--- config.mk ---
export PLATFORM = sky130hd
export DESIGN_NAME = page_cache_slot_manager_unit_flat
export DESIGN_NICKNAME = d
export VERILOG_FILES = /design/src/hw/rtl/pcsm_pkg.sv /design/src/hw/rtl/pcsm_if.sv /design/src/hw/rtl/pcsm_tag_array.sv /design/src/hw/rtl/pcsm_alloc.sv /design/src/hw/rtl/page_cache_slot_manager_unit.sv /design/src/flat_wrapper.sv
export SDC_FILE = /design/constraint.sdc
export NUM_CORES = 1
export LEC_CHECK = 0
export CELL_PAD_IN_SITES_DETAIL_PLACEMENT = 0
export CELL_PAD_IN_SITES_GLOBAL_PLACEMENT = 1
export CORE_AREA = 2 2 252 254
export CTS_CLUSTER_DIAMETER = 150
export DETAILED_ROUTE_END_ITERATION = 16
export DIE_AREA = 0 0 254 256
export DONT_BUFFER_PORTS = 1
export PLACE_DENSITY_LB_ADDON = 0.25
export SYNTH_ARGS = -nofsm -noshare
export SYNTH_HDL_FRONTEND = slang
export SYNTH_SLANG_ARGS = --single-unit
--- constraint.sdc ---
create_clock -name clk -period 4.9 [get_ports clk]
set_input_delay 0.98 -clock clk [delete_from_list [all_inputs] [get_ports clk]]
set_output_delay 0.98 -clock clk [all_outputs]
set_load 0.01 [all_outputs]
--- src/hw/rtl/pcsm_pkg.sv ---
package pcsm_pkg;

  localparam int unsigned ID_W     = 32;
  localparam int unsigned SLOT_F_W = 4;

  // Request type codes.
  localparam logic REQ_READ  = 1'b0;
  localparam logic REQ_WRITE = 1'b1;

  // Placement request from the request stage to the allocator.
  typedef struct packed {
    logic            place;
    logic [ID_W-1:0] id;
  } alloc_req_t;

endpackage

--- src/hw/rtl/pcsm_if.sv ---
interface pcsm_req_if import pcsm_pkg::*; ();
  logic            valid;
  logic            ready;
  logic            req_type;
  logic [ID_W-1:0] page_id;

  modport source (output valid, output req_type, output page_id, input ready);
  modport sink   (input valid, input req_type, input page_id, output ready);
endinterface

interface pcsm_rsp_if import pcsm_pkg::*; ();
  logic                valid;
  logic                ready;
  logic                hit;
  logic [SLOT_F_W-1:0] slot;
  logic                fetch_needed;
  logic                evicted;
  logic [ID_W-1:0]     evicted_id;

  modport source (output valid, output hit, output slot, output fetch_needed,
                  output evicted, output evicted_id, input ready);
  modport sink   (input valid, input hit, input slot, input fetch_needed,
                  input evicted, input evicted_id, output ready);
endinterface

--- src/hw/rtl/pcsm_tag_array.sv ---
module pcsm_tag_array import pcsm_pkg::*; #(
  parameter int unsigned SLOTS = 16,
  parameter int unsigned SW    = 4
) (
  input  logic            clk,
  input  logic            rst_n,
  input  logic [ID_W-1:0] lookup_id,
  output logic            hit,
  output logic [SW-1:0]   hit_slot,
  input  logic            wr_en,
  input  logic [SW-1:0]   wr_slot,
  input  logic [ID_W-1:0] wr_id
);

  logic [ID_W-1:0]  tag_r [SLOTS];
  logic [SLOTS-1:0] valid_r;
  logic [SLOTS-1:0] match;

  always_ff @(posedge clk) begin
    if (!rst_n) begin
      valid_r <= '0;
    end else if (wr_en) begin
      valid_r[wr_slot] <= 1'b1;
    end
  end

  always_ff @(posedge clk) begin
    for (int i = 0; i < SLOTS; i++) begin
      if (wr_en && (wr_slot == SW'(i))) begin
        tag_r[i] <= wr_id;
      end
    end
  end

  // Tags are unique, but the lowest matching slot wins should two ever match.
  always_comb begin
    hit_slot = '0;
    for (int i = SLOTS - 1; i >= 0; i--) begin
      match[i] = valid_r[i] && (tag_r[i] == lookup_id);
      if (match[i]) begin
        hit_slot = SW'(i);
      end
    end
    hit = |match;
  end

endmodule

--- src/hw/rtl/pcsm_alloc.sv ---
module pcsm_alloc import pcsm_pkg::*; #(
  parameter int unsigned SLOTS = 16,
  parameter int unsigned SW    = 4
) (
  input  logic            clk,
  input  logic            rst_n,
  input  alloc_req_t      req,
  output logic [SW-1:0]   slot,
  output logic            evict,
  output logic [ID_W-1:0] evict_id,
  output logic            free_empty
);

  localparam int unsigned CW = $clog2(SLOTS + 1);

  // Slots are never returned to the free stack, so its top entry always equals
  // free count minus one. The used stack is only ever read at its top, which is
  // the slot pushed last; that slot and its tag are kept directly.
  logic [CW-1:0]   free_cnt_r, free_cnt_nxt;
  logic [SW-1:0]   used_top_r;
  logic [ID_W-1:0] victim_tag_r;
  logic [CW-1:0]   free_top;

  assign free_empty = (free_cnt_r == '0);
  assign free_top   = free_cnt_r - CW'(1);

  always_comb begin
    free_cnt_nxt = free_cnt_r;
    if (free_empty) begin
      slot  = used_top_r;
      evict = 1'b1;
    end else begin
      slot  = free_top[SW-1:0];
      evict = 1'b0;
      if (req.place) begin
        free_cnt_nxt = free_top;
      end
    end
    evict_id = evict ? victim_tag_r : '0;
  end

  always_ff @(posedge clk) begin
    if (!rst_n) begin
      free_cnt_r <= CW'(SLOTS);
    end else begin
      free_cnt_r <= free_cnt_nxt;
    end
  end

  always_ff @(posedge clk) begin
    if (req.place) begin
      used_top_r   <= slot;
      victim_tag_r <= req.id;
    end
  end

endmodule

--- src/hw/rtl/page_cache_slot_manager_unit.sv ---
// Channel | Dir | Beat payload                                  | Handshake
// in_req  | in  | req_type, page_id                             | valid/ready
// out_rsp | out | hit, slot, fetch_needed, evicted, evicted_id   | valid/ready
//
// One request per cycle while the output is not stalled; a request passes
// through the request register, then the result register, to the result beat.
// The tag compare over all slots and the allocator update sit between them.
// Synchronous active-low reset empties the cache; no clearing pass is needed.
// A stalled output holds its beat, and the request register keeps accepting
// until both stages are full.
module page_cache_slot_manager_unit import pcsm_pkg::*; #(
  parameter int unsigned SLOTS = 16
) (
  input logic        clk,
  input logic        rst_n,
  pcsm_req_if.sink   in_req,
  pcsm_rsp_if.source out_rsp
);

  localparam int unsigned SW = (SLOTS > 1) ? $clog2(SLOTS) : 1;

  logic            s1_v_r;
  logic            s1_type_r;
  logic [ID_W-1:0] s1_id_r;
  logic            out_v_r;
  logic            advance;
  logic            in_rdy;

  logic            hit_w;
  logic [SW-1:0]   hit_slot_w;
  alloc_req_t      areq;
  logic [SW-1:0]   alloc_slot_w;
  logic            evict_w;
  logic [ID_W-1:0] evict_id_w;
  logic            free_empty_w;
  logic [SW-1:0]   slot_w;
  logic [SW+SLOT_F_W-1:0] slot_ext;

  assign advance = s1_v_r && (!out_v_r || out_rsp.ready);
  assign in_rdy  = !s1_v_r || advance;
  assign in_req.ready = in_rdy;

  always_ff @(posedge clk) begin
    if (!rst_n) begin
      s1_v_r <= 1'b0;
    end else if (in_rdy) begin
      s1_v_r <= in_req.valid;
    end
  end

  always_ff @(posedge clk) begin
    if (in_rdy && in_req.valid) begin
      s1_type_r <= in_req.req_type;
      s1_id_r   <= in_req.page_id;
    end
  end

  assign areq.place = advance && !hit_w;
  assign areq.id    = s1_id_r;

  pcsm_tag_array #(.SLOTS(SLOTS), .SW(SW)) u_tags (
    .clk       (clk),
    .rst_n     (rst_n),
    .lookup_id (s1_id_r),
    .hit       (hit_w),
    .hit_slot  (hit_slot_w),
    .wr_en     (areq.place),
    .wr_slot   (alloc_slot_w),
    .wr_id     (s1_id_r)
  );

  pcsm_alloc #(.SLOTS(SLOTS), .SW(SW)) u_alloc (
    .clk        (clk),
    .rst_n      (rst_n),
    .req        (areq),
    .slot       (alloc_slot_w),
    .evict      (evict_w),
    .evict_id   (evict_id_w),
    .free_empty (free_empty_w)
  );

  assign slot_w   = hit_w ? hit_slot_w : alloc_slot_w;
  assign slot_ext = {{SLOT_F_W{1'b0}}, slot_w};

  always_ff @(posedge clk) begin
    if (!rst_n) begin
      out_v_r <= 1'b0;
    end else if (advance) begin
      out_v_r <= 1'b1;
    end else if (out_rsp.ready) begin
      out_v_r <= 1'b0;
    end
  end

  always_ff @(posedge clk) begin
    if (advance) begin
      out_rsp.hit          <= hit_w;
      out_rsp.slot         <= slot_ext[SLOT_F_W-1:0];
      out_rsp.fetch_needed <= !hit_w && (s1_type_r == REQ_READ);
      out_rsp.evicted      <= !hit_w && evict_w;
      out_rsp.evicted_id   <= hit_w ? '0 : evict_id_w;
    end
  end

  assign out_rsp.valid = out_v_r;

  a_hit_clean: assert property (@(posedge clk) disable iff (!rst_n)
    (out_v_r && out_rsp.hit) |-> (!out_rsp.fetch_needed && !out_rsp.evicted))
    else $error("hit beat reports a fetch or an eviction");

  a_evict_id_zero: assert property (@(posedge clk) disable iff (!rst_n)
    (out_v_r && !out_rsp.evicted) |-> (out_rsp.evicted_id == '0))
    else $error("evicted_id nonzero without an eviction");

  a_evict_when_full: assert property (@(posedge clk) disable iff (!rst_n)
    (advance && !hit_w) |=> (out_rsp.evicted == $past(free_empty_w)))
    else $error("eviction does not follow an empty free stack");

  a_stall_holds_stage: assert property (@(posedge clk) disable iff (!rst_n)
    !in_rdy |-> s1_v_r)
    else $error("request stage stalls while empty");

endmodule
--- src/flat_wrapper.sv ---
// flat-port wrapper written by rule: the top's interface ports become plain ports
module page_cache_slot_manager_unit_flat import pcsm_pkg::*;
#(
  parameter int unsigned SLOTS = 16
)
  (clk, rst_n, in_req_valid, in_req_req_type, in_req_page_id, in_req_ready, out_rsp_valid, out_rsp_hit, out_rsp_slot, out_rsp_fetch_needed, out_rsp_evicted, out_rsp_evicted_id, out_rsp_ready);
  pcsm_req_if in_req_i ();
  pcsm_rsp_if out_rsp_i ();
  input logic clk;
  input logic rst_n;
  input wire logic [$bits(in_req_i.valid)-1:0] in_req_valid;
  input wire logic [$bits(in_req_i.req_type)-1:0] in_req_req_type;
  input wire logic [$bits(in_req_i.page_id)-1:0] in_req_page_id;
  output wire logic [$bits(in_req_i.ready)-1:0] in_req_ready;
  output wire logic [$bits(out_rsp_i.valid)-1:0] out_rsp_valid;
  output wire logic [$bits(out_rsp_i.hit)-1:0] out_rsp_hit;
  output wire logic [$bits(out_rsp_i.slot)-1:0] out_rsp_slot;
  output wire logic [$bits(out_rsp_i.fetch_needed)-1:0] out_rsp_fetch_needed;
  output wire logic [$bits(out_rsp_i.evicted)-1:0] out_rsp_evicted;
  output wire logic [$bits(out_rsp_i.evicted_id)-1:0] out_rsp_evicted_id;
  input wire logic [$bits(out_rsp_i.ready)-1:0] out_rsp_ready;
  assign in_req_i.valid = in_req_valid;
  assign in_req_i.req_type = in_req_req_type;
  assign in_req_i.page_id = in_req_page_id;
  assign in_req_ready = in_req_i.ready;
  assign out_rsp_valid = out_rsp_i.valid;
  assign out_rsp_hit = out_rsp_i.hit;
  assign out_rsp_slot = out_rsp_i.slot;
  assign out_rsp_fetch_needed = out_rsp_i.fetch_needed;
  assign out_rsp_evicted = out_rsp_i.evicted;
  assign out_rsp_evicted_id = out_rsp_i.evicted_id;
  assign out_rsp_i.ready = out_rsp_ready;
  page_cache_slot_manager_unit #(.SLOTS(SLOTS)) u_core (.clk(clk), .rst_n(rst_n), .in_req(in_req_i), .out_rsp(out_rsp_i));
endmodule
==> key figures, run 1 <==
Outcome
  – Status: completed

Cells and area
  – Fin area: about 31000 um^2
  – Fill cell count: 5312
  – Sequential cell area: 19100 um^2
  – Nets: about 1900
  – Most common library cell in the layout ignoring fill and taps: edfxtp_1
  – Area of the multi-input gates: 8010 um^2
  – Fin util: approximately half
  – Share of cells above drive strength 1: 10.6%
  – Layout area overhead: 12.8%
  – Commonest non-fill, non-tap cells in the layout: edfxtp_1 (620), xor2_1 (359), nor4_1 (161)

Placement
  – Post-DP HPWL: 41200 um
  – Final Wtd Congestion: a little over 0.9
  – Place WS: between 0.6 and 0.7 ns
  – Area after DPL: approximately 29000 um^2
  – Port bufs: 0

Route
  – DRC viols: 0
  – Vias per cell: 5.60
  – Final wirelength: 70100 um
  – Via count: 15500
  – Final ANT Viol Nets: 0
  – Per-cell routed wire length: between 20 and 30 um
  – TritonRoute pass-1 iters: 5
  – Initial DRC count: 1372

Setup path
  – Most common cell on crit path: buf_4
  – CP startpoint: u_core.s1_id_r[0]
  – Crit-path leading delay family: simple AND/OR/NAND/NOR gates
  – CP max stage cell: edfxtp_1
  – Crit path kind: flop to flop
  – Crit path required time: between 5 and 6 ns
  – Largest fanout on the critical path: 32
  – Critical Path Source Type: flop
  – Cell breakdown of the critical path: buf_4 -> xor2_1 -> nor4_1 -> and4b_1 -> or3b_1 -> nand4_2 -> nor4_4 -> nand4_4 -> nor2_2 -> buf_4
  – CP Buf/Inv Count: 2
  – Crit path DAT: 4.54 ns
  – CP endpoint kind: flop
  – Largest stage delay on the critical path: approximately 0.96 ns
  – Reg2Reg Launch Point: u_core.s1_id_r[0]

Hold path
  – Hold Path Class: input port to flop
  – Worst Hold Launch: in_req_page_id[29]

STA
  – RSZ-0062 raised after global routing: false
  – Worst Skew: 0.0260 ns
  – F_max: 0.233 GHz
  – Period minus WS final: 4.30 ns
  – Slew @ Worst Pin: 1.01 ns
  – Fin crit share: a little under 90%
  – Worst slew margin: 32.9%
  – Fin worst setup slack: about 0.60 ns
  – Final Hold Fails: 0
  – Final max-slew violation count: 0
  – Final Setup Violations: 0

GRT
  – Gr ovfl total: 0
  – Global-route wire length before repair: between 100000 and 150000 um
  – Initial antenna violation count: 1
  – Vias in the first global route: 15600
  – Total track usage: 21.8%
  – Largest net degree at the start of global routing: 47

Clock network
  – Root buffer cell: clkbuf_16
  – Cts hold-fix bufs: 0
  – Worst-Skew Late Latency: ~0.61 ns
  – Setup Buffers After CTS: 0
  – Clock tree from TritonCTS: yes
  – Post_cts resized: 0
  – CTS clk-pin slew, worst paths: about 0.06 ns
  – CTS H-Tree Depth: 3
  – Inserted Clock Buffers: a little over 70
  – Clock buffer depth: 3
  – TritonCTS Sinks: 643

Yosys
  – EDFF count, synth: 620
  – Post-Synth XOR/XNOR Area: 16.1%
  – Register area share after synthesis: about two thirds
  – Mapped Avg Cell Area: 15.4 um^2
  – Main combinational cell family by area after synthesis: XOR/XNOR gates
  – Syn Nets: 1840
  – Post-synthesis compound-gate area fraction: less than 1%
  – Seq cells post-synth: 643
  – Simple logic cell fraction of the synthesized area: a little under an eighth
  – Area share of fa/ha/maj cells after synthesis: 0.0450%
  – Mapped Cells: 1802
  – Yosys cell types: 60
  – Synthesis Warnings: 0
  – Post-Syn Area: 27800 um^2
  – Mux cell area share after synthesis: 0.0720%
  – Top FF cell, synth: edfxtp_1
  – Ys async rst share: 0%

Floorplanning
  – Die H: 256 um
  – Num ports: 78
  – CORE AREA: 62400 um^2
  – Die width: 254 um
  – Initial Util: 44.6%
  – Die area: 65000 um^2
  – Number of cell rows: between 90 and 100

Flow run
  – Max_cap viols: 0

Pwr
  – Pwr Total: 12.5 mW
  – Peak supply drop: 0.247 mV
  – Power Dens Cells: 399 nW/um^2
  – Leak: 10.1 nW
[metal layers]
layer,track usage [%],wire length (um),vias to the layer above
met3,3.33,3710,104
met2,35.1,33500,492
met1,30.5,31300,7969
met4,6.55,1660,0
met5,0,0,-
li1,-,-,6970
[area by class of cell]
| cell class | instances | share of cell area [%] |
|---|---|---|
| Timing Repair Buffer | 73 | 2.75 |
| Clock buffer | 99 | 6.24 |
| Tap cell | 846 | 3.38 |
| Clock inverter | 31 | 1.10 |
| Antenna cell | 1 | 0.00798 |
| Multi-Input combinational cell | 1071 | 25.6 |
| Inverter | 10 | 0.120 |
| Sequential cell | 643 | 60.9 |
[cells in the mapped netlist, types with 25 or more instances]
library cell  count  share of area [%]
nor4_1          161                3.6
nor3_1           31               0.56
xor2_1          359                 11
nand2_1          54               0.73
nand4_1          81                1.8
nand3_1          36               0.65
xnor2_1         151                4.8
buf_4            25               0.68
and3_1           34               0.77
buf_6            39                1.6
edfxtp_1        620                 67
nor2_1           29               0.39
[state kept, by name, summed over array words and instances (netlist names)]
register / flops
u_core.out_rsp.evicted: 1
u_core.u_alloc.free_cnt_r: 5
u_core.u_tags.tag_r: 512
u_core.s1_id_r: 32
u_core.out_rsp.slot: 4
u_core.s1_v_r: 1
u_core.out_rsp.fetch_needed: 1
u_core.u_alloc.victim_tag_r: 32
u_core.u_tags.valid_r: 16
u_core.out_rsp.hit: 1
u_core.out_rsp.evicted_id: 32
u_core.u_alloc.used_top_r: 4
u_core.out_rsp.valid: 1
u_core.s1_type_r: 1
[worst reg2reg max path: cells and delay by family, from the launching register on]
| family | cells | cell delay (ns) |
|---|---|---|
| simple gates | 7 | 1.88 |
| xor+xnor | 1 | 0.31 |
| flops | 1 | 0.96 |
| buf+inv | 2 | 0.78 |
[cell families after synthesis]
logic type               Yosys count
AO/OA/AOI/OAI                     41
AND/OR/NAND/NOR                  516
multiplexers                       2
buffers and inverters             88
adder cells (fa/ha/maj)            1
flip-flops                       643
XOR/XNOR                         511
[per-stage QoR]
step	instances	TNS (ns)	hold WS (ns)
after global placement	2643	0	0.463
after floorplan	1802	-7.06	0.438
final	2774	0	0.470
after global routing	2774	0	0.443
after CTS	2773	0	0.438
after detailed placement	2643	0	0.471
[worst paths after layout]
kind | endpoint | slack (ns) | cells after the start
worst min-delay path | u_core.s1_id_r[29] | 0.47 | 0
worst max register to register | u_core.u_tags.tag_r[0][249] | 0.60 | 10
worst max-delay path | u_core.u_tags.tag_r[0][249] | 0.60 | 10
worst min register to register | u_core.u_tags.valid_r[12] | 0.48 | 2
[power by group]
part	total [mW]	leakage, nW	internal, mW	switching (mW)
clock	5.28	1.12	3.17	2.11
sequential	6.30	5.83	6.21	0.0930
combinational	0.936	3.12	0.281	0.655
total	12.5	10.1	9.66	2.86
No activity file was read; power rests on OpenSTA's default activity.
==> run 2, diff against run 1 <==
- ABC_AREA: not set -> 1
- CORE_AREA: 2 2 252 254 -> 2 2 249 251
- DIE_AREA: 0 0 254 256 -> 0 0 251 253
==> key figures, run 2 <==
Route
  – Initial DRC count: 2296 (was 1372)
  – Vias per cell: 5.76 (was 5.60)
  – Per-cell routed wire length: 27.5 um (was 25.3 um)
  – DRC viols: 0 (unchanged)
  – TritonRoute pass-1 iters: 6 (was 5)
  – Via count: 17800 (was 15500)
  – Final ANT Viol Nets: 0 (unchanged)
  – Final wirelength: 84900 um (was 70100 um)

Placement
  – Final Wtd Congestion: 0.872 (was 0.913)
  – Post-DP HPWL: 49300 um (was 41200 um)
  – Area after DPL: 28200 um^2 (was 29000 um^2)
  – Port bufs: 0 (unchanged)
  – Placed cells: 2955 (was 2643)
  – Place WS: 0.700 ns (was 0.646 ns)

Yosys
  – Count leader, synth: edfxtp_1 (unchanged)
  – Top cells by count, synth: edfxtp_1 (620), nand2_1 (420), nor2_1 (180) (was edfxtp_1 (620), xor2_1 (359), nor4_1 (161))
  – Mapped Avg Cell Area: 12.5 um^2 (was 15.4 um^2)
  – Mapped Cells: 2161 (was 1802)
  – Synth area leader: edfxtp_1 (unchanged)
  – Register area share after synthesis: 70.4% (was 68.6%)
  – Top FF cell, synth: edfxtp_1 (unchanged)
  – Seq cells post-synth: 643 (unchanged)
  – EDFF count, synth: 620 (unchanged)
  – Syn Nets: 2199 (was 1840)
  – Ys async rst share: 0% (unchanged)
  – Yosys cell types: 53 (was 60)
  – Synth area leaders: edfxtp_1 (69%), nand2_1 (5.8%), xnor2_1 (3.3%), nor2_1 (2.5%), inv_1 (2.2%) (was edfxtp_1 (67%), xor2_1 (11%), xnor2_1 (4.8%), nor4_1 (3.6%), nand4_1 (1.8%))
  – Post-Syn Area: 27100 um^2 (was 27800 um^2)
  – Synthesis Warnings: 0 (unchanged)
  – Synth top area share: 68.7% (was 67.0%)

GRT
  – Vias in the first global route: 16700 (was 15600)
  – Largest net degree at the start of global routing: 40 (was 47)
  – Initial antenna violation count: 4 (was 1)
  – Gr ovfl total: 0 (unchanged)
  – Global-route wire length before repair: 119000 um (was 103000 um)
  – Total track usage: 26.8% (was 21.8%)

Clock network
  – Clock buffer depth: 3 (unchanged)
  – TritonCTS Sinks: 643 (unchanged)
  – CTS clk-pin slew, worst paths: 0.06 ns (about the same)
  – Worst-Skew Late Latency: 0.61 ns (about the same)
  – Clock tree from TritonCTS: yes (unchanged)
  – CTS H-Tree Depth: 3 (unchanged)
  – Root buffer cell: clkbuf_16 (unchanged)
  – Post_cts resized: 0 (unchanged)
  – Inserted Clock Buffers: 70 (was 72)
  – Cts hold-fix bufs: 0 (unchanged)
  – Setup Buffers After CTS: 0 (unchanged)

Setup path
  – CP endpoint kind: flop (unchanged)
  – Crit path DAT: 4.57 ns (was 4.54 ns)
  – Critical Path Source Type: flop (unchanged)
  – Crit path required time: 5.16 ns (was 5.15 ns)
  – Crit path kind: flop to flop (unchanged)
  – Largest fanout on the critical path: 32 (unchanged)

Cells and area
  – Most common library cell in the layout ignoring fill and taps: edfxtp_1 (unchanged)
  – Share of cells above drive strength 1: 10.8% (was 10.6%)
  – Nets: 2275 (was 1909)
  – Layout area overhead: 11.8% (was 12.8%)
  – Final Non-Filler Cells: 3083 (was 2774)
  – Fin area: 30300 um^2 (was 31400 um^2)
  – Largest register FFs: 512 (unchanged)
  – Fin util: 49.7% (was 50.3%)
  – Commonest non-fill, non-tap cells in the layout: edfxtp_1 (620), nand2_1 (420), nor2_1 (180) (was edfxtp_1 (620), xor2_1 (359), nor4_1 (161))
  – Reg with most FFs: u_core.u_tags.tag_r (unchanged)

STA
  – RSZ-0062 raised after global routing: false (unchanged)
  – Final Hold Fails: 0 (unchanged)
  – Final max-slew violation count: 0 (unchanged)
  – Fin crit share: 87.9% (was 87.7%)
  – Period minus WS final: 4.31 ns (was 4.30 ns)
  – Fin worst setup slack: 0.592 ns (was 0.605 ns)
  – Total negative slack: 0 ns (unchanged)
  – Slew @ Worst Pin: 1.17 ns (was 1.01 ns)
  – F_max: 0.232 GHz (was 0.233 GHz)
  – Hold slack final: 0.457 ns (was 0.470 ns)
  – Final Setup Violations: 0 (unchanged)
  – Worst slew margin: 21.8% (was 32.9%)
  – Worst Skew: 0.0248 ns (was 0.0260 ns)

Floorplanning
  – Num ports: 78 (unchanged)
  – CORE AREA: 61000 um^2 (was 62400 um^2)
  – Die H: 253 um (was 256 um)
  – Number of cell rows: 91 (was 92)
  – Die width: 251 um (was 254 um)
  – Initial Util: 44.4% (was 44.6%)
  – Die area: 63500 um^2 (was 65000 um^2)

Hold path
  – Hold Path Class: flop to flop (was input port to flop)

Pwr
  – Peak supply drop: 0.284 mV (was 0.247 mV)
  – Power Dens Cells: 401 nW/um^2 (was 399 nW/um^2)
  – Leak: 10.6 nW (was 10.1 nW)
  – Pwr Total: 12.1 mW (was 12.5 mW)

Outcome
  – Status: completed (unchanged)

Flow run
  – Max_cap viols: 0 (unchanged)
-- run 2: critical path, stage by stage, from the launching register on --
cell,delay [ns]
edfxtp_1,1.13
inv_1,0.36
o21ai_0,0.27
nor2_1,0.07
nand4_1,0.09
nor2_1,0.05
nand3b_1,0.20
and2_1,0.21
nand2_1,0.08
nor2_2,0.15
nand2_4,0.09
nor2_4,0.50
nand4_1,0.25
inv_1,0.11
buf_4,0.37
-- run 2: cell type report --
| type | count | area [um^2] |
|---|---|---|
| timing repair buffer | 83 | 648 |
| antenna | 1 | 2.50 |
| clock inverter | 31 | 189 |
| clock buffer | 96 | 1950 |
| fill | 5426 | 30700 |
| inverter | 187 | 719 |
| multi-input combinational | 1252 | 6720 |
| sequential | 643 | 19100 |
| tap | 790 | 988 |
-- run 2: layer usage --
metal	global-route usage (%)	part of all wire [%]	wire, um	vias up
met5	0	0.0094	8	-
met4	8.71	3.5	2950	2
met3	4.28	8.5	7250	163
met2	43.5	47	39600	878
met1	37.1	41	35100	8891
li1	-	-	-	7819
-- run 2: final timing paths --
path	startpoint	end	slack (ns)	depth (start not counted)
max	u_core.s1_id_r[24]	u_core.u_tags.tag_r[0][144]	0.59	14
min	u_core.u_alloc.free_cnt_r[4]	u_core.u_alloc.free_cnt_r[4]	0.46	2
min reg2reg	u_core.u_alloc.free_cnt_r[4]	u_core.u_alloc.free_cnt_r[4]	0.46	2
max reg2reg	u_core.s1_id_r[24]	u_core.u_tags.tag_r[0][144]	0.59	14
-- run 2: cell families (layout without fill, tap and decap cells) --
family                     after synthesis  after routing  synth area share [%]
DFF                                    643            643                  70.4
AOI/OAI and AO/OA                      327            327                  7.71
and+or+nand+nor                        769            769                  12.0
xor gates and xnor gates               155            155                  5.01
other                                    0              1                     0
adders and majority gates                1              1                0.0462
buffers and inverters                  266            397                  4.82
-- run 2: power breakdown --
part / internal, mW / switching (mW)
Clock: 2.85 / 2.14
Sequential: 6.19 / 0.0751
Combinational: 0.208 / 0.690
